[src/rtl/awc_pkg.sv]
// Shared types and constants for the associative word cache.
// Used by the controller, the datapath and the top level; depends on nothing.
package awc_pkg;

	localparam int DATA_W          = 32;
	localparam int ADDR_W          = 32;
	localparam int WORDS_PER_LINE  = 8;
	localparam int WORD_OFF_W      = $clog2(WORDS_PER_LINE);
	localparam int TAG_W           = ADDR_W - WORD_OFF_W - 2;
	localparam int DEF_CACHE_LINES = 64;

	typedef enum logic [1:0] {
		OP_READ  = 2'd0,
		OP_WRITE = 2'd1,
		OP_FLUSH = 2'd2,
		OP_FILL  = 2'd3
	} op_t;

	typedef enum logic [2:0] {
		RK_READ          = 3'd0,
		RK_FILL_REQ      = 3'd1,
		RK_WRITE_THROUGH = 3'd2,
		RK_MISALIGNED    = 3'd3,
		RK_SEQUENCE      = 3'd4
	} kind_t;

	typedef enum logic [1:0] {
		PEND_NONE  = 2'd0,
		PEND_READ  = 2'd1,
		PEND_WRITE = 2'd2
	} pend_t;

	// Commands from the controller to the datapath.
	typedef struct packed {
		logic  load;
		logic  flush;
		logic  fill_wr;
		logic  fill_done;
		logic  hit_access;
		logic  alloc;
		logic  emit;
		kind_t kind;
		logic  hit;
	} awc_cmd_t;

	// Status from the datapath to the controller.
	typedef struct packed {
		op_t  op;
		logic pend_none;
		logic pend_write;
		logic misaligned;
		logic fill_last;
		logic hit;
	} awc_stat_t;

endpackage

[src/rtl/awc_ctrl.sv]
// Controller state machine of the associative word cache.
// Depends on awc_pkg for the command and status structs.
module awc_ctrl
	import awc_pkg::*;
(
	input  logic      clk,
	input  logic      arst_n,
	input  logic      start,
	output logic      busy,
	input  awc_stat_t stat,
	output awc_cmd_t  cmd
);

	typedef enum logic [4:0] {
		S_IDLE   = 5'b00001,
		S_DECODE = 5'b00010,
		S_LOOKUP = 5'b00100,
		S_FINISH = 5'b01000,
		S_RDATA  = 5'b10000
	} state_t;

	state_t state_q, state_d;
	logic   rd_hit_q, rd_hit_d;

	always_ff @(posedge clk or negedge arst_n) begin
		if (!arst_n) begin
			state_q  <= S_IDLE;
			rd_hit_q <= 1'b0;
		end else begin
			state_q  <= state_d;
			rd_hit_q <= rd_hit_d;
		end
	end

	always_comb begin
		state_d  = state_q;
		rd_hit_d = rd_hit_q;
		cmd      = '0;
		cmd.kind = RK_READ;
		busy     = 1'b1;
		unique case (state_q)
			S_IDLE: begin
				busy = 1'b0;
				if (start) begin
					cmd.load = 1'b1;
					state_d  = S_DECODE;
				end
			end
			S_DECODE: begin
				state_d = S_IDLE;
				unique case (stat.op) inside
					OP_FLUSH: begin
						cmd.flush = 1'b1;
					end
					OP_FILL: begin
						if (stat.pend_none) begin
							cmd.emit = 1'b1;
							cmd.kind = RK_SEQUENCE;
						end else begin
							cmd.fill_wr = 1'b1;
							if (stat.fill_last) begin
								state_d = S_FINISH;
							end
						end
					end
					OP_READ, OP_WRITE: begin
						if (!stat.pend_none) begin
							cmd.emit = 1'b1;
							cmd.kind = RK_SEQUENCE;
						end else if (stat.misaligned) begin
							cmd.emit = 1'b1;
							cmd.kind = RK_MISALIGNED;
						end else begin
							state_d = S_LOOKUP;
						end
					end
					default: begin
						state_d = S_IDLE;
					end
				endcase
			end
			S_LOOKUP: begin
				state_d = S_IDLE;
				if (stat.hit) begin
					cmd.hit_access = 1'b1;
					if (stat.op == OP_WRITE) begin
						cmd.emit = 1'b1;
						cmd.kind = RK_WRITE_THROUGH;
						cmd.hit  = 1'b1;
					end else begin
						rd_hit_d = 1'b1;
						state_d  = S_RDATA;
					end
				end else begin
					cmd.alloc = 1'b1;
					cmd.emit  = 1'b1;
					cmd.kind  = RK_FILL_REQ;
				end
			end
			S_FINISH: begin
				cmd.fill_done = 1'b1;
				if (stat.pend_write) begin
					cmd.emit = 1'b1;
					cmd.kind = RK_WRITE_THROUGH;
					state_d  = S_IDLE;
				end else begin
					rd_hit_d = 1'b0;
					state_d  = S_RDATA;
				end
			end
			S_RDATA: begin
				cmd.emit = 1'b1;
				cmd.kind = RK_READ;
				cmd.hit  = rd_hit_q;
				state_d  = S_IDLE;
			end
			default: begin
				state_d = S_IDLE;
			end
		endcase
	end

`ifndef SYNTHESIS
	// A line is only claimed when no fill is outstanding.
	a_alloc_idle: assert property (@(posedge clk) disable iff (!arst_n)
		cmd.alloc |-> stat.pend_none)
		else $error("line allocated while a fill is pending");

	// Finishing a line always follows the write of its last fill beat.
	a_finish_after_fill: assert property (@(posedge clk) disable iff (!arst_n)
		cmd.fill_done |-> $past(cmd.fill_wr))
		else $error("line finished without a last fill beat");
`endif

endmodule

[config.mk]
export PLATFORM = sky130hd
export DESIGN_NAME = awc_ctrl
export DESIGN_NICKNAME = d
export VERILOG_FILES = /design/src/rtl/awc_pkg.sv /design/src/rtl/awc_ctrl.sv
export SDC_FILE = /design/constraint.sdc
export NUM_CORES = 1
export LEC_CHECK = 0
export BUFFER_PORTS_ARGS = -buffer_cell sky130_fd_sc_hd__buf_2
export CORE_AREA = 3 3 40 42
export DETAILED_ROUTE_END_ITERATION = 6
export DIE_AREA = 0 0 43 45
export HOLD_SLACK_MARGIN = 0.02
export PLACE_DENSITY = 0.69
export SYNTH_ARGS = -nofsm -noshare
export SYNTH_HDL_FRONTEND = slang
export SYNTH_SLANG_ARGS = --single-unit
[constraint.sdc]
create_clock -name clk -period 1.8 [get_ports clk]
set_input_delay 0.45 -clock clk [delete_from_list [all_inputs] [get_ports clk]]
set_output_delay 0.45 -clock clk [all_outputs]
set_load 0.05 [all_outputs]
==> run_results.csv <==
group,metric,value,unit
outcome,status,"finished with violations",
outcome,failed_checks,"setup timing",
placed_design,numPlacedInstances,113,
timing,fin_tns_setup,-2960,ps
worst_setup_path,cp.arrival,1800,ps
timing,fin_ws,-454.1,ps
floorplan,die_w,43,µm
synth,ys_seq_area_share,30.40,%
pwr,p_switching,366.5,µW
global_route,overflow,0,
timing,rsz0062_at_grt,"true",
floorplan,core,1285,µm²
floorplan,initial_core_util,38.75,%
floorplan,die-area,1935,µm²
global_route,track_usage,20.25,%
worst_setup_path,crit_type,"reg -> out",
worst_setup_path,rr_worst_depth,6,
clock_network,clockBufferDepth,2,
timing,finalSetupViolCount,12,
final_layout,final_nets,119,
clock_network,clock_sinks,6,
pwr,p_int,508.7,µW
worst_setup_path,reg2reg_to,"state_q[0]",
job,maxCapViolations,0,
pwr,ir_drop,0.6069,mV
timing,final_hold_viol_count,0,
timing,worst_pin_slew,386.1,ps
timing,slew_viol_final,0,
global_route,antenna_found_initial,0,
synth,synth_async_sr_flop_share,100.0,%
global_route,grt_pass1_vias,636,
floorplan,fp.dieH,45,µm
synth,synthDistinctLibCells,33,
detailed_routing,firstDrtPassIters,4,
detailed_routing,drt_iter0_markers,10,
timing,fin_crit,2254,ps
worst_setup_path,r2r-start,"state_q[0]",
global_route,grt_max_degree,8,
synth,synthTopCellsByArea,"dfrtp_1 25%, dfstp_2 5.3%, nor2_1 5.3%, nand2_1 4.5%, nand3b_4 4.0%",
global_route,grt_pass1_wl,2.829,mm
placed_design,post_dp_cell_area,814.5,µm²
pwr,seqPwrFrac,21.9,%
placed_design,port_buffers,21,
synth,ys.flop_type,"dfrtp_1",
clock_network,cts_tree,"yes",
synth,synth_seq_cells,6,
worst_setup_path,worstSetupStartpointType,"register",
synth,synth_most_common_cell,"nor2_1",
clock_network,clkTransAtPathRegs,50,ps
pwr,p_clk_share,15.2,%
placed_design,dp_slack,-215.4,ps
floorplan,fp-row-count,13,
pwr,p_per_area,865.7,nW/µm²
clock_network,root_buffer,"clkbuf_4",
pwr,comb_power_share,62.9,%
placed_design,dp_hpwl,1.151,mm
worst_setup_path,critPathMaxFanout,3,
final_layout,final_util,78.68,%
synth,ys_top_cells_by_count,"7 x nor2_1, 6 x nand2_1, 5 x dfrtp_1, 4 x nor3_1, 3 x inv_1",
synth,synthCells,60,
worst_setup_path,required,1350,ps
final_layout,n_fill_cell,92,
pwr,switching_share,41.88,%
clock_network,clk_latency,250,ps
timing,clock.fmax,443.6,MHz
synth,synth_top_area_share,25.13,%
min_path,hold_path.class,"in -> reg",
final_layout,drive_above_1_share,63.89,%
timing,fin_skew,5.149,ps
detailed_routing,wl,1.705,mm
final_layout,area_growth,103.0,%
min_path,min_to,"state_q[3]",
detailed_routing,drt-vias-per-instance,5.228,
synth,synth_area,498.0,µm²
synth,synth_warnings,0,
synth,synth.net_count,70,
final_layout,final_cells,123,
pwr,power.leakage,0.0004940,µW
final_layout,postLayoutCellArea,1011,µm²
timing,maxSlewHeadroom,74.02,%
synth,synth_top_area_cell,"dfrtp_1",
timing,fin_crit_sh,125.2,%
detailed_routing,wire_per_inst,13.86,µm
worst_setup_path,ff2ff_setup_slack,220,ps
min_path,holdPathStages,2,
floorplan,io_pins,22,
synth,syn_area_per_cell,8.300,µm²
placed_design,place.gp.congestion,0.7497,
clock_network,ctsHtreeMaxLevel,1,
worst_setup_path,end_kind,"primary output",
clock_network,numCtsBuffers,3,
synth,synth_edf_count,0,
min_path,min_from,"stat[1]",
detailed_routing,route.detailed.drc,0,
detailed_routing,ant_nets,0,
final_layout,antennaDiodeCount,0,
detailed_routing,via_count,643,
==> flip-flops by register name, summed over array words and instances, names as in the netlist <==
| name | cells |
|---|---|
| state_q | 5 |
| rd_hit_q | 1 |
==> area by class of cell <==
cell class                      instances  area, µm²  area share, %
Timing Repair Buffer                   46      377.9          37.38
Multi-Input combinational cell         48      417.9          41.34
Sequential cell                         6      152.6          15.10
Tap cell                               15      18.77          1.856
Clock buffer                            4      26.28          2.599
Inverter                                4      17.52          1.733
==> logic make-up (layout without fill, tap and decap cells) <==
| logic type | count (synthesis) | after routing | share of synthesized area (%) |
|---|---|---|---|
| and+or+nand+nor | 36 | 36 | 45.73 |
| DFF | 6 | 6 | 30.40 |
| buffers and inverters | 6 | 54 | 6.030 |
| AOI/OAI and AO/OA | 11 | 11 | 16.08 |
| xor gates and xnor gates | 1 | 1 | 1.759 |
==> power groups by stage <==
stage	sequential, µW	clock, µW	combinational, µW
final	192	133	550
after CTS	189	136	496
after detailed placement	190	0	418
after global placement	188	0	408
after global routing	198	144	586
after floorplan	201	0	257
==> stage by stage <==
| step | hold WS [ps] | power, µW |
|---|---|---|
| 2_1_floorplan | 154.4 | 458.2 |
| 3_3_place_gp | 272.6 | 595.8 |
| 3_5_place_dp | 272.5 | 607.2 |
| 4_1_cts | 428.8 | 820.4 |
| 5_1_grt | 454.2 | 927.4 |
| 6_report | 434.6 | 875.2 |
==> cell usage in the layout (no fill, tap or decap), types with 3 or more instances in the layout <==
cell	n
buf_2	9
nor3_1	3
buf_6	8
nor2_1	4
buf_4	25
dfrtp_1	4
buf_8	3
nand2_1	5
nor2_4	3
clkbuf_4	3
==> routing by layer <==
metal	wire length, µm	share of wire, %	GRT usage [%]	up-vias
met5	0	0	0	-
met4	38	2.2	10.84	0
met3	64	3.8	3.187	5
met2	986	58	38.62	18
met1	615	36	21.29	303
li1	-	-	-	317
==> critical path, cell delays in order, from the launching register on <==
cell      delay [ps]
dfrtp_1          400
or3_4            390
nor3b_4          220
buf_4            150
a22oi_2           50
o211ai_1         110
buf_4            240
==> how the worst max path moves through the flow <==
stage / start / end / slack, ps / cells after the start
3_5_place_dp: state_q[4] / cmd[2] / -220 / 5
5_1_grt: state_q[4] / cmd[4] / -510 / 6
6_report: state_q[1] / cmd[4] / -450 / 6
4_1_cts: state_q[4] / cmd[2] / -430 / 5
2_1_floorplan: state_q[1] / cmd[2] / -550 / 4
3_3_place_gp: state_q[4] / cmd[2] / -180 / 5
==> what timing repair did <==
action                                 in CTS  in global routing
setup endpoints to repair                  12                 12
hold buffers                                1                  0
resized for setup                          27                 10
pin swaps                                   3                  4
endpoints found under the hold margin       5                  0
buffers inserted                            3                  4
Note: power is estimated with default switching activity, not from simulation.
